--- src/rtl/core/assert_macros.svh ---
// ----------------------------------------------------------------------------
// assert_macros.svh
// Shorthand for clocked concurrent assertions used in the RTL.
// ----------------------------------------------------------------------------
`ifndef ASSERT_MACROS_SVH
`define ASSERT_MACROS_SVH

// Check a property on every rising clock edge outside reset.
`define ASSERT_CLK(name, clk, rst_n, prop, msg) \
  name: assert property (@(posedge clk) disable iff (!rst_n) prop) else $error(msg);

// Check a property on every rising clock edge, reset included.
`define ASSERT_ALWAYS(name, clk, prop, msg) \
  name: assert property (@(posedge clk) prop) else $error(msg);

`endif

--- src/rtl/core/cthht_pkg.sv ---
// ----------------------------------------------------------------------------
// cthht_pkg
// Shared sizes and types of the cut-through head hold table.
// ----------------------------------------------------------------------------
package cthht_pkg;

  localparam int unsigned TABLE_ENTRIES = 8;
  localparam int unsigned ID_WIDTH      = 16;
  localparam int unsigned COUNT_WIDTH   = 8;

  typedef logic [TABLE_ENTRIES-1:0] ent_vec_t;
  typedef logic [ID_WIDTH-1:0]      id_t;
  typedef logic [COUNT_WIDTH-1:0]   count_t;

  // Output register occupancy
  typedef enum logic {
    ST_EMPTY,
    ST_HOLD
  } ctrl_state_e;

  // Command from controller to datapath
  typedef struct packed {
    logic load;     // take the flit: update the table and capture the verdict
  } cthht_cmd_t;

endpackage

--- src/rtl/core/cthht_flit_if.sv ---
// ----------------------------------------------------------------------------
// cthht_flit_if
// Valid/ready channel carrying one flit descriptor per transaction.
// ----------------------------------------------------------------------------
interface cthht_flit_if import cthht_pkg::*; ();
  logic   valid;
  logic   ready;
  logic   is_head;
  logic   head_blocked;
  id_t    head_id;
  count_t body_count;

  modport source (output valid, is_head, head_blocked, head_id, body_count, input ready);
  modport sink   (input valid, is_head, head_blocked, head_id, body_count, output ready);
endinterface

--- src/rtl/core/cthht_res_if.sv ---
// ----------------------------------------------------------------------------
// cthht_res_if
// Valid/ready channel carrying one routing verdict per transaction.
// ----------------------------------------------------------------------------
interface cthht_res_if ();
  logic valid;
  logic ready;
  logic can_route;
  logic head_released;
  logic table_overflow;

  modport source (output valid, can_route, head_released, table_overflow, input ready);
  modport sink   (input valid, can_route, head_released, table_overflow, output ready);
endinterface

--- src/rtl/core/cthht_ctrl.sv ---
// ----------------------------------------------------------------------------
// cthht_ctrl
// Handshake controller: tracks the output register and issues load commands.
// ----------------------------------------------------------------------------
module cthht_ctrl import cthht_pkg::*; (
  input  logic       clk_i,
  input  logic       rst_ni,
  input  logic       in_valid_i,
  output logic       in_ready_o,
  output logic       out_valid_o,
  input  logic       out_ready_i,
  output cthht_cmd_t cmd_o
);

  ctrl_state_e state_q, state_d;

  always_ff @(posedge clk_i or negedge rst_ni) begin
    if (!rst_ni) begin
      state_q <= ST_EMPTY;
    end else begin
      state_q <= state_d;
    end
  end

  always_comb begin
    state_d     = state_q;
    in_ready_o  = 1'b0;
    out_valid_o = 1'b0;
    cmd_o.load  = 1'b0;
    case (state_q)
      ST_EMPTY: begin
        in_ready_o = 1'b1;
        if (in_valid_i) begin
          cmd_o.load = 1'b1;
          state_d    = ST_HOLD;
        end
      end
      ST_HOLD: begin
        out_valid_o = 1'b1;
        // the held verdict leaves this cycle, so the register can refill
        in_ready_o  = out_ready_i;
        if (out_ready_i) begin
          if (in_valid_i) begin
            cmd_o.load = 1'b1;
          end else begin
            state_d = ST_EMPTY;
          end
        end
      end
      default: begin
        state_d = ST_EMPTY;
      end
    endcase
  end

endmodule

--- src/rtl/core/cthht_dp.sv ---
// ----------------------------------------------------------------------------
// cthht_dp
// Hold table with parallel id match, free slot pick and verdict register.
// ----------------------------------------------------------------------------
module cthht_dp import cthht_pkg::*; (
  input  logic       clk_i,
  input  logic       rst_ni,
  input  cthht_cmd_t cmd_i,
  input  logic       is_head_i,
  input  logic       head_blocked_i,
  input  id_t        head_id_i,
  input  count_t     body_count_i,
  output logic       can_route_o,
  output logic       head_released_o,
  output logic       table_overflow_o
);

  ent_vec_t entry_valid_q, entry_valid_d;
  id_t      entry_head_q [TABLE_ENTRIES];
  count_t   entry_rem_q  [TABLE_ENTRIES];

  ent_vec_t hit_vec, hit_oh, free_vec, free_oh, wr_oh;
  logic     any_hit, any_free;
  count_t   hit_rem;
  logic     dec_en;
  logic     route_d, released_d, overflow_d;
  logic     can_route_q, head_released_q, table_overflow_q;

  always_comb begin
    hit_rem = '0;
    for (int i = 0; i < TABLE_ENTRIES; i++) begin
      hit_vec[i] = entry_valid_q[i] && (entry_head_q[i] == head_id_i);
    end
    free_vec = ~entry_valid_q;
    // isolate the lowest set bit
    hit_oh   = hit_vec & (~hit_vec + TABLE_ENTRIES'(1));
    free_oh  = free_vec & (~free_vec + TABLE_ENTRIES'(1));
    any_hit  = |hit_vec;
    any_free = |free_vec;
    for (int i = 0; i < TABLE_ENTRIES; i++) begin
      if (hit_oh[i]) begin
        hit_rem = hit_rem | entry_rem_q[i];
      end
    end
  end

  always_comb begin
    entry_valid_d = entry_valid_q;
    wr_oh         = '0;
    dec_en        = 1'b0;
    route_d       = 1'b1;
    released_d    = 1'b0;
    overflow_d    = 1'b0;
    if (is_head_i) begin
      if (head_blocked_i) begin
        route_d = 1'b0;
        if (any_hit) begin
          wr_oh = hit_oh;
        end else if (any_free) begin
          wr_oh = free_oh;
        end else begin
          overflow_d = 1'b1;
        end
        entry_valid_d = entry_valid_q | wr_oh;
      end
    end else if (any_hit) begin
      if (hit_rem > COUNT_WIDTH'(1)) begin
        dec_en  = 1'b1;
        route_d = 1'b0;
      end else begin
        // last body flit: free the entry
        entry_valid_d = entry_valid_q & ~hit_oh;
        released_d    = 1'b1;
      end
    end
  end

  always_ff @(posedge clk_i or negedge rst_ni) begin
    if (!rst_ni) begin
      entry_valid_q <= '0;
    end else if (cmd_i.load) begin
      entry_valid_q <= entry_valid_d;
    end
  end

  always_ff @(posedge clk_i) begin
    for (int i = 0; i < TABLE_ENTRIES; i++) begin
      if (cmd_i.load && wr_oh[i]) begin
        entry_head_q[i] <= head_id_i;
        entry_rem_q[i]  <= body_count_i;
      end else if (cmd_i.load && dec_en && hit_oh[i]) begin
        entry_rem_q[i]  <= hit_rem - COUNT_WIDTH'(1);
      end
    end
  end

  always_ff @(posedge clk_i) begin
    if (cmd_i.load) begin
      can_route_q      <= route_d;
      head_released_q  <= released_d;
      table_overflow_q <= overflow_d;
    end
  end

  assign can_route_o      = can_route_q;
  assign head_released_o  = head_released_q;
  assign table_overflow_o = table_overflow_q;

endmodule

--- src/rtl/core/cut_through_head_hold_table.sv ---
// ----------------------------------------------------------------------------
// cut_through_head_hold_table
// Routing gate for cut-through flits backed by a table of blocked heads.
//
// Each flit gets one verdict: may it route now, did it free its head's entry,
// did a blocked head overflow the table. A blocked head stores or refreshes
// an entry with its body count; matching body flits count it down and free
// it on the last one. The table is cleared by reset, with no sweep. The block
// takes one flit per clock cycle while the consumer is ready: a flit is judged
// in the cycle it is taken, and its verdict appears from the output register
// in the next cycle, while the next flit can already be taken if the consumer
// is ready. The critical path is the parallel compare of the flit id against
// all table entries followed by the lowest-slot pick.
// ----------------------------------------------------------------------------
`include "assert_macros.svh"

module cut_through_head_hold_table import cthht_pkg::*; (
  input  logic        clk_i,
  input  logic        rst_ni,
  cthht_flit_if.sink  flit_i,
  cthht_res_if.source res_o
);

  cthht_cmd_t cmd;
  logic       out_valid;

  cthht_ctrl u_ctrl (
    .clk_i       (clk_i),
    .rst_ni      (rst_ni),
    .in_valid_i  (flit_i.valid),
    .in_ready_o  (flit_i.ready),
    .out_valid_o (out_valid),
    .out_ready_i (res_o.ready),
    .cmd_o       (cmd)
  );

  cthht_dp u_dp (
    .clk_i            (clk_i),
    .rst_ni           (rst_ni),
    .cmd_i            (cmd),
    .is_head_i        (flit_i.is_head),
    .head_blocked_i   (flit_i.head_blocked),
    .head_id_i        (flit_i.head_id),
    .body_count_i     (flit_i.body_count),
    .can_route_o      (res_o.can_route),
    .head_released_o  (res_o.head_released),
    .table_overflow_o (res_o.table_overflow)
  );

  assign res_o.valid = out_valid;

  `ASSERT_CLK(a_load_gives_verdict, clk_i, rst_ni, cmd.load |=> res_o.valid, "no verdict after transaction")
  `ASSERT_CLK(a_release_routes, clk_i, rst_ni, (res_o.valid && res_o.head_released) |-> res_o.can_route, "released flit held")
  `ASSERT_CLK(a_overflow_holds, clk_i, rst_ni, (res_o.valid && res_o.table_overflow) |-> (!res_o.can_route && !res_o.head_released), "overflow verdict inconsistent")
  `ASSERT_ALWAYS(a_load_needs_accept, clk_i, cmd.load |-> (flit_i.valid && flit_i.ready), "load without transaction")

endmodule
--- src/flat_wrapper.sv ---
// flat-port wrapper written by rule: the top's interface ports become plain ports
module cut_through_head_hold_table_flat import cthht_pkg::*;
  (clk_i, rst_ni, flit_i_valid, flit_i_is_head, flit_i_head_blocked, flit_i_head_id, flit_i_body_count, flit_i_ready, res_o_valid, res_o_can_route, res_o_head_released, res_o_table_overflow, res_o_ready);
  cthht_flit_if flit_i_i ();
  cthht_res_if res_o_i ();
  input  logic clk_i;
  input  logic rst_ni;
  input wire logic [$bits(flit_i_i.valid)-1:0] flit_i_valid;
  input wire logic [$bits(flit_i_i.is_head)-1:0] flit_i_is_head;
  input wire logic [$bits(flit_i_i.head_blocked)-1:0] flit_i_head_blocked;
  input wire logic [$bits(flit_i_i.head_id)-1:0] flit_i_head_id;
  input wire logic [$bits(flit_i_i.body_count)-1:0] flit_i_body_count;
  output wire logic [$bits(flit_i_i.ready)-1:0] flit_i_ready;
  output wire logic [$bits(res_o_i.valid)-1:0] res_o_valid;
  output wire logic [$bits(res_o_i.can_route)-1:0] res_o_can_route;
  output wire logic [$bits(res_o_i.head_released)-1:0] res_o_head_released;
  output wire logic [$bits(res_o_i.table_overflow)-1:0] res_o_table_overflow;
  input wire logic [$bits(res_o_i.ready)-1:0] res_o_ready;
  assign flit_i_i.valid = flit_i_valid;
  assign flit_i_i.is_head = flit_i_is_head;
  assign flit_i_i.head_blocked = flit_i_head_blocked;
  assign flit_i_i.head_id = flit_i_head_id;
  assign flit_i_i.body_count = flit_i_body_count;
  assign flit_i_ready = flit_i_i.ready;
  assign res_o_valid = res_o_i.valid;
  assign res_o_can_route = res_o_i.can_route;
  assign res_o_head_released = res_o_i.head_released;
  assign res_o_table_overflow = res_o_i.table_overflow;
  assign res_o_i.ready = res_o_ready;
  cut_through_head_hold_table u_core (.clk_i(clk_i), .rst_ni(rst_ni), .flit_i(flit_i_i), .res_o(res_o_i));
endmodule
--- config.mk ---
export PLATFORM = sky130hd
export DESIGN_NAME = cut_through_head_hold_table_flat
export DESIGN_NICKNAME = d
export VERILOG_FILES = /design/src/rtl/core/cthht_pkg.sv /design/src/rtl/core/cthht_flit_if.sv /design/src/rtl/core/cthht_res_if.sv /design/src/rtl/core/cthht_ctrl.sv /design/src/rtl/core/cthht_dp.sv /design/src/rtl/core/cut_through_head_hold_table.sv /design/src/flat_wrapper.sv
export VERILOG_INCLUDE_DIRS = /design/src /design/src/rtl/core
export SDC_FILE = /design/constraint.sdc
export NUM_CORES = 1
export LEC_CHECK = 0
export BUFFER_PORTS_ARGS = -buffer_cell sky130_fd_sc_hd__buf_2
export CELL_PAD_IN_SITES_DETAIL_PLACEMENT = 0
export CELL_PAD_IN_SITES_GLOBAL_PLACEMENT = 1
export CORE_MARGIN = 2
export CORE_UTILIZATION = 56
export CTS_CLUSTER_DIAMETER = 60
export DETAILED_ROUTE_END_ITERATION = 10
export GPL_TIMING_DRIVEN = 0
export PLACE_DENSITY = 0.86
export SYNTH_ARGS = -nofsm -noshare
export SYNTH_HDL_FRONTEND = slang
export SYNTH_SLANG_ARGS = --single-unit
export TNS_END_PERCENT = 50
--- constraint.sdc ---
create_clock -name clk_i -period 10.6 [get_ports clk_i]
set_input_delay 1.06 -clock clk_i [delete_from_list [all_inputs] [get_ports clk_i]]
set_output_delay 1.06 -clock clk_i [all_outputs]
set_load 0.01 [all_outputs]
Word-level counts from Yosys, hierarchy flattened --
Memories as Yosys holds them, arrays and structs flattened. Index checks and enable logic that the tools add are counted.
Word-level totals: RAM bits 192, register bits after elaboration 12, output and inout bits 5, bits of input ports 30, word-level logic and storage cells 216, memories kept 2
Operators by class: muxes and demuxes 123, reductions and logical operators 45, $add $sub $neg 3, equality and inequality tests 10, bitwise gates (word level) 27, magnitude comparators 1
Memory list:
- u_core.u_dp.entry_head_q | depth 8, width 16, rd ports 8, clocked after Yosys merged registers in 0, write ports 1, RTL line cthht_dp.sv:19 | id_t entry_head_q [TABLE_ENTRIES];
- u_core.u_dp.entry_rem_q | depth 8, width 8, rd ports 8, clocked after Yosys merged registers in 0, write ports 1, RTL line cthht_dp.sv:20 | count_t entry_rem_q [TABLE_ENTRIES];
Operators by type and width (count):
- 8-bit two-way mux | 33
- 16-bit == test | 8
- 16-bit two-way mux | 7
- 16-bit OR reduction | 7
- 8-bit OR reduction | 9
- 1-bit two-way mux | 66
- 8-bit bitwise OR | 8
- 3-bit two-way mux | 14
- 8-bit NOT | 4
- 1-bit logical AND | 25
- 8-bit AND | 3
- 8-bit by 1-bit adder with 8-bit output (second input constant) | 2
- 10-bit OR reduction | 1
- 8-bit by 1-bit > comparator with 1-bit output (second input constant) | 1
- 1-bit bitwise OR | 8
- 8-bit by 1-bit subtractor with 8-bit output (second input constant) | 1
- 1-bit case mux with 2 select lines | 3
- 1-bit NOT | 4
- 4-bit AND reduction | 1
- 2-bit by 1-bit != test with 1-bit output (second input constant) | 1
- 2-bit != test (second input constant) | 1
- 2-bit nonzero test | 1
- 2-bit OR reduction | 1

Logic depth before layout (Yosys ltp) --
Gate-level depths: netlist of the first run.
word-level depth 38, depth in mapped cells 19, depth with buffers taken out 14

By module --
A second synthesis of the first run with hierarchy kept.
Second synthesis, totals: cells, all modules 905, area total of the unflattened synthesis 11013.1 µm²
Modules (own cells, without submodules):
- cthht_dp | seq. area each 6055.8 µm², instances 1, area an instance 10959.3 µm², cells each 901
- cthht_ctrl | seq. area each 25.0 µm², instances 1, area an instance 53.8 µm², cells each 4

Worst setup path after synthesis of the first run --
OpenSTA, ideal clock, no wires.
path type input to register, start in flit_i_head_id[6], end mem u_core.u_dp.entry_rem_q[1][24] (netlist name) (enable), setup time 316 ps, buffers on the path 2, arrival time 5906 ps, stages on the path 10, required time 10284 ps, setup slack 4378 ps, cells stage by stage buf_2 xnor2_1 and4_1 and4_1 clkbuf_1 a22oi_1 and3_1 nand2_1 a2111oi_0 or2_2
On the way: cells in the longest elaborated chain, start to end 38, elaborated cells between the ends (all ways) 130, classes of those cells add/sub (1); order compare (1); eq/ne (8); mux (70); bitwise (17); reduce/logical (33)
RTL lines:
- from (decl) | RTL line flat_wrapper.sv:11 | input wire logic [$bits(flit_i_i.head_id)-1:0] flit_i_head_id;
- 16-bit == test | RTL line cthht_dp.sv:32 | hit_vec[i] = entry_valid_q[i] && (entry_head_q[i] == head_id_i);
- 1-bit logical AND | RTL line cthht_dp.sv:32
- 8-bit NOT | RTL line cthht_dp.sv:36 | hit_oh = hit_vec & (~hit_vec + TABLE_ENTRIES'(1));
- 8-bit by 1-bit adder with 8-bit output | RTL line cthht_dp.sv:36
- 8-bit AND | RTL line cthht_dp.sv:36
- 8-bit two-way mux | RTL line cthht_dp.sv:41 | if (hit_oh[i]) begin
- 8-bit bitwise OR | RTL line cthht_dp.sv:42 | hit_rem = hit_rem | entry_rem_q[i];
- 8-bit two-way mux | RTL line cthht_dp.sv:41
- [15 not listed]
- 1-bit two-way mux | RTL line cthht_dp.sv:54 | if (is_head_i) begin
- 1-bit logical AND (2 in series) | RTL line cthht_dp.sv:91 | end else if (cmd_i.load && dec_en && hit_oh[i]) begin
- 1-bit two-way mux | RTL line cthht_dp.sv:91
- 1-bit two-way mux | RTL line cthht_dp.sv:88 | if (cmd_i.load && wr_oh[i]) begin
- 1-bit two-way mux (implied by the code) | RTL line cthht_dp.sv:92 | entry_rem_q[i] <= hit_rem - COUNT_WIDTH'(1);
- 1-bit bitwise OR (no source line)
- 8-bit OR reduction (no source line)
- 3-bit two-way mux (no source line) / 1-bit two-way mux (equally long branches) (7 in series)
- to (decl) | RTL line cthht_dp.sv:20
Parallel ways exist; a longest one is shown, timed or not. The select of a mux whose other input is x is not followed.

Worst setup path in the final report of the first run --
start in flit_i_head_id[0], end mem u_core.u_dp.entry_rem_q[1][27] (netlist name) (enable)
The elaborated chain is that of the path after synthesis.

==> results.md, run 1 <==
- Die X: 144.5 um
- GR Overflow Total: 0
- Worst Reg-to-Reg Cells: 16
- P per Cell Area: ~150 nW/um^2
- First-pass detailed-route iteration total: 7
- Setup TNS: 0 ns
- Total CTS buffers: 23
- Primary FF master, synth: edfxtp_1
- Share of the yosys chip area belonging to registers: between 50% and 60%
- Synth Cell Area: between 10000 and 15000 um^2
- # setup viols final: 0
- Finished Core Util: approximately 64%
- Mapped Cells: roughly 900
- Clock Latency Late Sink: between 0.5 and 0.6 ns
- Routed wire length: 38.10 mm
- R2R Path End: u_core.u_dp.entry_rem_q[1][27]
- Fin crit share: between 70 and 80%
- Final Hold Fails: 0
- Worst path bufs/invs: 5
- Via count: approximately 8600
- Startpoint Class: input port
- Post-synth EDFFs: between 150 and 200
- Max Root-Sink Buffers: 3
- Crit path to: u_core.u_dp.entry_rem_q[1][27]
- Routed length per instance: between 30 and 40 um
- Die area: between 20000 and 25000 um^2
- Port Buf Inserts: 34
- Setup crit end kind: flip-flop
- Initial Util: between 50% and 60%
- Root buffer cell: clkbuf_16
- Nets: between 1000 and 1500
- Skew final: 0.02247 ns
- CP Max Fanout: 10
- Number of remaining DRC errors: 0
- TritonCTS clock tree: built
- Placed cell area: 11710 um^2
- Initial antenna violation count: 1
- Most frequent cells in the layout: edfxtp_1 (195), xnor2_1 (72), xor2_1 (59)
- Pins Over Slew Limit: 0
- Cts repair resizes: 0
- F_max: about 0.13 GHz
- CP Cell Sequence: buf_2, buf_2, xor2_1, nor4_1, nand2_1, nor2_1, clkbuf_1, a311oi_1, o41ai_1, clkbuf_1, ha_1, nor2_1, a31oi_1, nand3_1, nor3_4, buf_2, nor3_1, or2_2
- Critical Path Start: flit_i_head_id[0]
- H-Tree Depth: 1
- Layout cells sized above 1: 17.85%
- Outcome: complete, no violations
- Max_cap viols: 0
- Avg Inst Size Synth: about 12 um^2
- Antenna Violating Nets Remaining: 0
- Wire length of the first global-routing pass: approximately 54 mm
- Worst Max-Slew Pin Slew: approximately 1.1 ns
- Largest net degree at the start of global routing: 17
- Total track usage: a little under two fifths
- Critical setup path kind: in2reg
- CTS clk-pin slew, worst paths: 0.06 ns
- Relative slew slack: about 25%
- Family with the most delay on the worst path: simple AND/OR/NAND/NOR gates
- DP HPWL: ~29 mm
- FFs w/ async S/R, synth: roughly 4.4%
- # Post-CTS Setup Buffers: 0
- Core footprint: around 19000 um^2
- Stages on the worst setup path: 18
- Worst hold path class: in2async
- Worst vdd ir: about 0.17 mV
- Post-layout min period: approximately 7.7 ns
- Critical Path AT: 7.92 ns
- Final instance area: 12420 um^2
- Vias per cell: slightly below 7
- Vias in the first global route: approximately 7900
- Pleak: 4.063 nW
- Mapped Nets: approximately 940
- Post-route worst setup slack: 2.897 ns
- RSZ-0062 raised after global routing: false
- FF-to-FF setup slack: ~3.7 ns
- Total power: ~1.8 mW
- CTS Hold Bufs: 0
- Area growth syn-to-layout: 12.45%
- Worst r2r src: u_core.u_dp.entry_head_q[0][43]
- Post-synthesis register bit count: around 200
- DRT iter0 DRCs: about 1200
- CP max stage delay: 0.86 ns
- Netlist cell types: 77
- Row count: approximately 50
- Place WS: around 2.8 ns
- Clk sinks: roughly 200
- Slowest cell on the critical path: nor4_1
- CP required: between 10 and 15 ns
- I/O pins: 35
- Yosys warns: 0
- Filler instances: ~1500
- Most common cell after layout, fill and taps aside: edfxtp_1
- GPL Wtd Cong: just over 1
- Die Y: between 100 and 150 um
- Most frequent CP cell: buf_2
## sequential cells by signal, summed over array words and instances, names as in the netlist
| signal | flops |
|---|---|
| u_core.u_ctrl.state_q | 1 |
| u_core.u_dp.can_route_o | 1 |
| u_core.u_dp.entry_rem_q | 64 |
| u_core.u_dp.entry_valid_q | 8 |
| u_core.u_dp.table_overflow_o | 1 |
| u_core.u_dp.entry_head_q | 128 |
| u_core.u_dp.head_released_o | 1 |
## cells by family after synthesis
group / count (synthesis) / synth area share (%)
compound gates: 130 / 9.265
xor+xnor: 131 / 10.39
fa+ha+maj: 2 / 0.2265
buf+inv: 63 / 2.435
flops: 204 / 55.05
mux: 70 / 6.898
simple gates: 304 / 15.74
## cells in the mapped netlist (all sizes together) (3+ instances only)
library cell	n	area, um^2
nand4	24	150.1
or3	14	87.58
o22ai	3	18.77
and4	10	87.58
a22oi	6	45.04
nor3b	7	62.56
o2111a	3	33.78
xor2	59	516.8
o211ai	5	37.54
o311ai	4	35.03
a21oi	17	85.08
a211oi	4	30.03
nand2	50	187.7
nor3	37	206.5
or2	10	62.56
nor4b	7	61.31
mux2i	21	210.2
a311o	3	30.03
and3	21	131.4
nand2b	3	18.77
and2	14	87.59
a22o	5	43.79
dfrtp	9	225.2
buf	22	113.9
nor4	23	156.4
a31oi	6	37.54
edfxtp	195	5856
xnor2	72	630.6
a32oi	3	26.28
a311oi	5	43.79
o21ai	10	50.05
inv	21	78.83
nor2	30	112.6
o2111ai	12	105.1
or4	5	37.54
nand3	37	185.2
nand4b	3	26.28
mux2	49	551.8
a2111oi	16	147.6
o41ai	4	35.03
clkbuf	20	76.32
## worst reg2reg max path, stage by stage, from the launching register on
cell and delay, ns:
edfxtp_1 0.38, xor2_1 0.18, nor4_1 0.88, nand2_1 0.53, nor2_1 0.75, clkbuf_1 0.53, a311oi_1 0.16, o41ai_1 0.50
clkbuf_1 0.45, ha_1 0.32, nor2_1 0.08, a31oi_1 0.16, nand3_1 0.24, nor3_4 0.44, buf_2 0.36, nor3_1 0.20
or2_2 0.49
## how the worst min path moves through the flow
stage | start | to | slack (ns) | cells past startpoint
floorplan | u_core.u_dp.entry_valid_q[5] | u_core.u_dp.entry_valid_q[5] | 0.55 | 2
global placement | u_core.u_ctrl.state_q | u_core.u_ctrl.state_q | 0.51 | 2
detailed placement | u_core.u_ctrl.state_q | u_core.u_ctrl.state_q | 0.54 | 2
CTS | rst_ni | u_core.u_dp.entry_valid_q[5] | 0.40 | 1
global route | rst_ni | u_core.u_dp.entry_valid_q[0] | 0.41 | 1
finish | rst_ni | u_core.u_dp.entry_valid_q[5] | 0.40 | 1
## per-layer routing
metal | global-route usage [%] | up-vias | wire length (um)
li1 | - | 3676 | -
met1 | 55.42 | 4236 | 16000
met2 | 54.15 | 611 | 16270
met3 | 9.371 | 74 | 4864
met4 | 8.942 | 0 | 963
met5 | 0 | - | 0
## power breakdown
part | internal (mW) | switching (mW) | leakage, nW | total (mW)
Clock | 0.444 | 0.317 | 0.346 | 0.760
Combinational | 0.0529 | 0.0923 | 1.85 | 0.145
Sequential | 0.906 | 0.0231 | 1.86 | 0.929
Total | 1.40 | 0.432 | 4.06 | 1.84
## stage by stage
| stage | cells | hold slack, ns |
|---|---|---|
| CTS | 1250 | 0.3983 |
| finish | 1252 | 0.3951 |
| global route | 1251 | 0.4120 |
| global placement | 1203 | 0.5101 |
| floorplan | 904 | 0.5473 |
| detailed placement | 1213 | 0.5364 |
## layout make-up
type	instances	area (um^2)	share of cell area (%)
multi-input cells	637	4735	38.11
well taps	265	331.6	2.669
repair buffers	45	299.0	2.407
inverters	21	78.83	0.6346
clock inverters	12	121.4	0.9770
plain buffers	42	190.2	1.531
clock buffers	25	583.1	4.694
flip-flops and latches	204	6081	48.95
diodes	1	2.502	0.02015
Power figures use the tool's default switching activity.
==> run 2: changes to the inputs <==
--- a/config.mk
+++ b/config.mk
@@ -10,11 +10,11 @@
 export CELL_PAD_IN_SITES_DETAIL_PLACEMENT = 0
 export CELL_PAD_IN_SITES_GLOBAL_PLACEMENT = 1
 export CORE_MARGIN = 2
-export CORE_UTILIZATION = 56
+export CORE_UTILIZATION = 47
 export CTS_CLUSTER_DIAMETER = 60
 export DETAILED_ROUTE_END_ITERATION = 10
 export GPL_TIMING_DRIVEN = 0
-export PLACE_DENSITY = 0.86
+export PLACE_DENSITY = 0.77
 export SYNTH_ARGS = -nofsm -noshare
 export SYNTH_HDL_FRONTEND = slang
 export SYNTH_SLANG_ARGS = --single-unit
==> constraint.sdc (replaced) <==
create_clock -name clk_i -period 6.6 [get_ports clk_i]
set_input_delay 0.66 -clock clk_i [delete_from_list [all_inputs] [get_ports clk_i]]
set_output_delay 0.66 -clock clk_i [all_outputs]
set_load 0.01 [all_outputs]
==> run 2 against run 1 <==
Effect of this change: the flow now finishes with violations (capacitance limit, slew limit); via count shrank 1.5%; global-route usage is 6.4 points lower; sequential share of layout area shrank 0.52 points; first-iteration DRC count decreased by 9.6%; sequential cell count unchanged; utilization decreased by 10 points; non-clock buffer count down 2; worst hold slack worse by 0.060 ns; critical path depth stayed put.
==> results.md, run 2 (synthesis gave the netlist of run 1 again) <==
- Outcome: finished, violations left (was complete, no violations)
- Failing checks: capacitance limit, slew limit
- CP max stage delay: 0.62 ns (was 0.86 ns)
- Port Buf Inserts: 34 (unchanged)
- CTS clk-pin slew, worst paths: 0.06 ns (about the same)
- Busiest layer in global routing: met2 (was met1)
- Final instance area: 12560 um^2 (was 12420 um^2)
- CP required: 6.85 ns (was 10.81 ns)
- First-pass detailed-route iteration total: 6 (was 7)
- GR Overflow Total: 0 (unchanged)
- Vias in the first global route: 8109 (was 7852)
- Filler instances: 2082 (was 1527)
- Nets: 1005 (was 1006)
- # setup viols final: 0 (unchanged)
- CP Max Fanout: 10 (unchanged)
- Startpoint Class: input port (unchanged)
- Post-layout min period: approximately 6.4 ns
- Place WS: -0.6768 ns (was 2.813 ns)
- Placed cell area: 11750 um^2 (was 11710 um^2)
- Clk sinks: 204 (unchanged)
- Layout cells sized above 1: 18.08% (was 17.85%)
- Post-route worst setup slack: 0.2432 ns (was 2.897 ns)
- Slowest cell on the critical path: nor4_2 (was nor4_1)
- Via count: 8469 (was 8597)
- I/O pins: 35 (unchanged)
- Pleak: 4.081 nW (was 4.063 nW)
- Largest registers: u_core.u_dp.entry_head_q: 128 flops, u_core.u_dp.entry_rem_q: 64 flops, u_core.u_dp.entry_valid_q: 8 flops (unchanged)
- Die X: 157.3 um (was 144.5 um)
- Worst vdd ir: 0.1833 mV (was 0.1669 mV)
- Max_cap viols: 1 (was 0)
- Number of remaining DRC errors: 0 (unchanged)
- TritonCTS clock tree: built (unchanged)
- CP Cell Sequence: buf_2, buf_2, xor2_1, nor4_2, nand4_1, nor2_1, clkbuf_1, o21ai_0, o41ai_1, clkbuf_1, ha_1, nor2_1, a31oi_1, nand3_1, nor3_4, buf_2, nor3_1, or2_2 (was buf_2, buf_2, xor2_1, nor4_1, nand2_1, nor2_1, clkbuf_1, a311oi_1, o41ai_1, clkbuf_1, ha_1, nor2_1, a31oi_1, nand3_1, nor3_4, buf_2, nor3_1, or2_2)
- Routed wire length: 37.52 mm (was 38.10 mm)
- Setup TNS: 0 ns (unchanged)
- Antenna Violating Nets Remaining: 0 (unchanged)
- Largest Register: u_core.u_dp.entry_head_q (unchanged)
- Skew final: 0.01450 ns (was 0.02247 ns)
- RSZ-0062 raised after global routing: false (unchanged)
- Max reg flops: 128 (unchanged)
- P per Cell Area: 239.4 nW/um^2 (was 147.7 nW/um^2)
- M2 GR Usage: 46.37% (was 54.15%)
- Die Y: 157.3 um (was 144.5 um)
- Worst Max-Slew Pin Slew: 1.513 ns (was 1.112 ns)
- Final Hold Fails: 0 (unchanged)
- Placed cell count: 1265 (was 1213)
- Max Root-Sink Buffers: 3 (unchanged)
- Clock Latency Late Sink: 0.54 ns (was 0.52 ns)
- Root buffer cell: clkbuf_16 (unchanged)
- Wire length of the first global-routing pass: 54.02 mm (was 54.11 mm)
- Largest net degree at the start of global routing: 18 (was 17)
- Worst hold path class: in2reg (was in2async)
- Total CTS buffers: 24 (was 23)
- Setup crit end kind: flip-flop (unchanged)
- Routed length per instance: 28.64 um (was 30.43 um)
- Row count: 56 (was 51)
- Grt met3 use: 6.222% (was 9.371%)
- Most frequent CP cell: buf_2 (unchanged)
- Total track usage: 30.63% (was 36.99%)
- Relative slew slack: -1.672% (was 25.29%)
- Fin crit share: a little over nine tenths
- DP HPWL: 28.03 mm (was 28.80 mm)
- Final Non-Filler Cells: 1310 (was 1252)
- Die area: 24750 um^2 (was 20870 um^2)
- Core footprint: 23260 um^2 (was 19400 um^2)
- Initial Util: 47.49% (was 56.95%)
- Most common cell after layout, fill and taps aside: edfxtp_1 (unchanged)
- Pins Over Slew Limit: 10 (was 0)
- Critical Path AT: 6.60 ns (was 7.92 ns)
- H-Tree Depth: 1 (unchanged)
- GR Layer Usage met1: 45.01% (was 55.42%)
- Vias per cell: 6.465 (was 6.867)
- Area growth syn-to-layout: 13.66% (was 12.45%)
- GPL Wtd Cong: 1.007 (was 1.016)
- DRT iter0 DRCs: 1114 (was 1232)
- Critical setup path kind: in2reg (unchanged)
- Initial antenna violation count: 0 (was 1)
- Most frequent cells in the layout: edfxtp_1 (195), xnor2_1 (72), xor2_1 (59) (unchanged)
- F_max: between 0.15 and 0.2 GHz
run 2: worst paths after layout:
kind                                           startpoint                              to  slack (ns)  cells past startpoint
min                                          flit_i_valid           u_core.u_ctrl.state_q        0.34                      2
min reg2reg                         u_core.u_ctrl.state_q           u_core.u_ctrl.state_q        0.53                      2
max                                     flit_i_head_id[9]  u_core.u_dp.entry_rem_q[1][28]        0.24                     18
max in group asynchronous                          rst_ni    u_core.u_dp.entry_valid_q[1]        5.85                      2
min in group asynchronous                          rst_ni    u_core.u_dp.entry_valid_q[4]        0.53                      2
max reg2reg                u_core.u_dp.entry_head_q[0][9]  u_core.u_dp.entry_rem_q[1][28]        0.58                     16
run 2: cell type report:
type	instances	area [um^2]	share of cell area [%]
Antenna cell	1	2.502	0.01993
Buffer	42	191.4	1.525
Clock buffer	30	623.1	4.963
Clock inverter	13	142.6	1.136
Inverter	21	78.83	0.6278
Multi-Input combinational cell	637	4758	37.90
Sequential cell	204	6081	48.43
Tap cell	319	399.1	3.179
Timing Repair Buffer	43	279.0	2.222
run 2: critical path, delay by kind of cell:
kind	cells	cell delay (ns)
compound gates	3	0.55
fa+ha+maj	1	0.33
buf+inv	5	1.89
xor+xnor	1	0.13
simple gates	8	3.03
run 2: per-layer routing:
layer	up-vias	part of all wire (%)
li1	3671	-
met1	4179	44
met2	528	44
met3	91	10
met4	0	2.6
met5	-	0
run 2: power breakdown:
part / switching, mW / leakage, nW / internal (mW) / total, mW
Sequential: 0.0293 / 1.86 / 1.46 / 1.49
Clock: 0.537 / 0.371 / 0.753 / 1.29
Combinational: 0.147 / 1.85 / 0.0848 / 0.232
run 2: per-stage QoR:
step,hold slack (ns),util [%],total power [mW]
after floorplan,0.3644,-,1.644
after global placement,0.5173,49.94,1.727
after detailed placement,0.5164,50.51,1.737
after CTS,0.3227,53.85,3.011
after global routing,0.3357,53.96,3.092
final,0.3356,53.97,3.006
run 2: what timing repair did:
action	CTS	global route
endpoints found under the hold margin	9	0
setup buffers	0	0
hold buffers	1	0
gates cloned	0	0
resized for setup	1	6
setup endpoints to repair	24	77
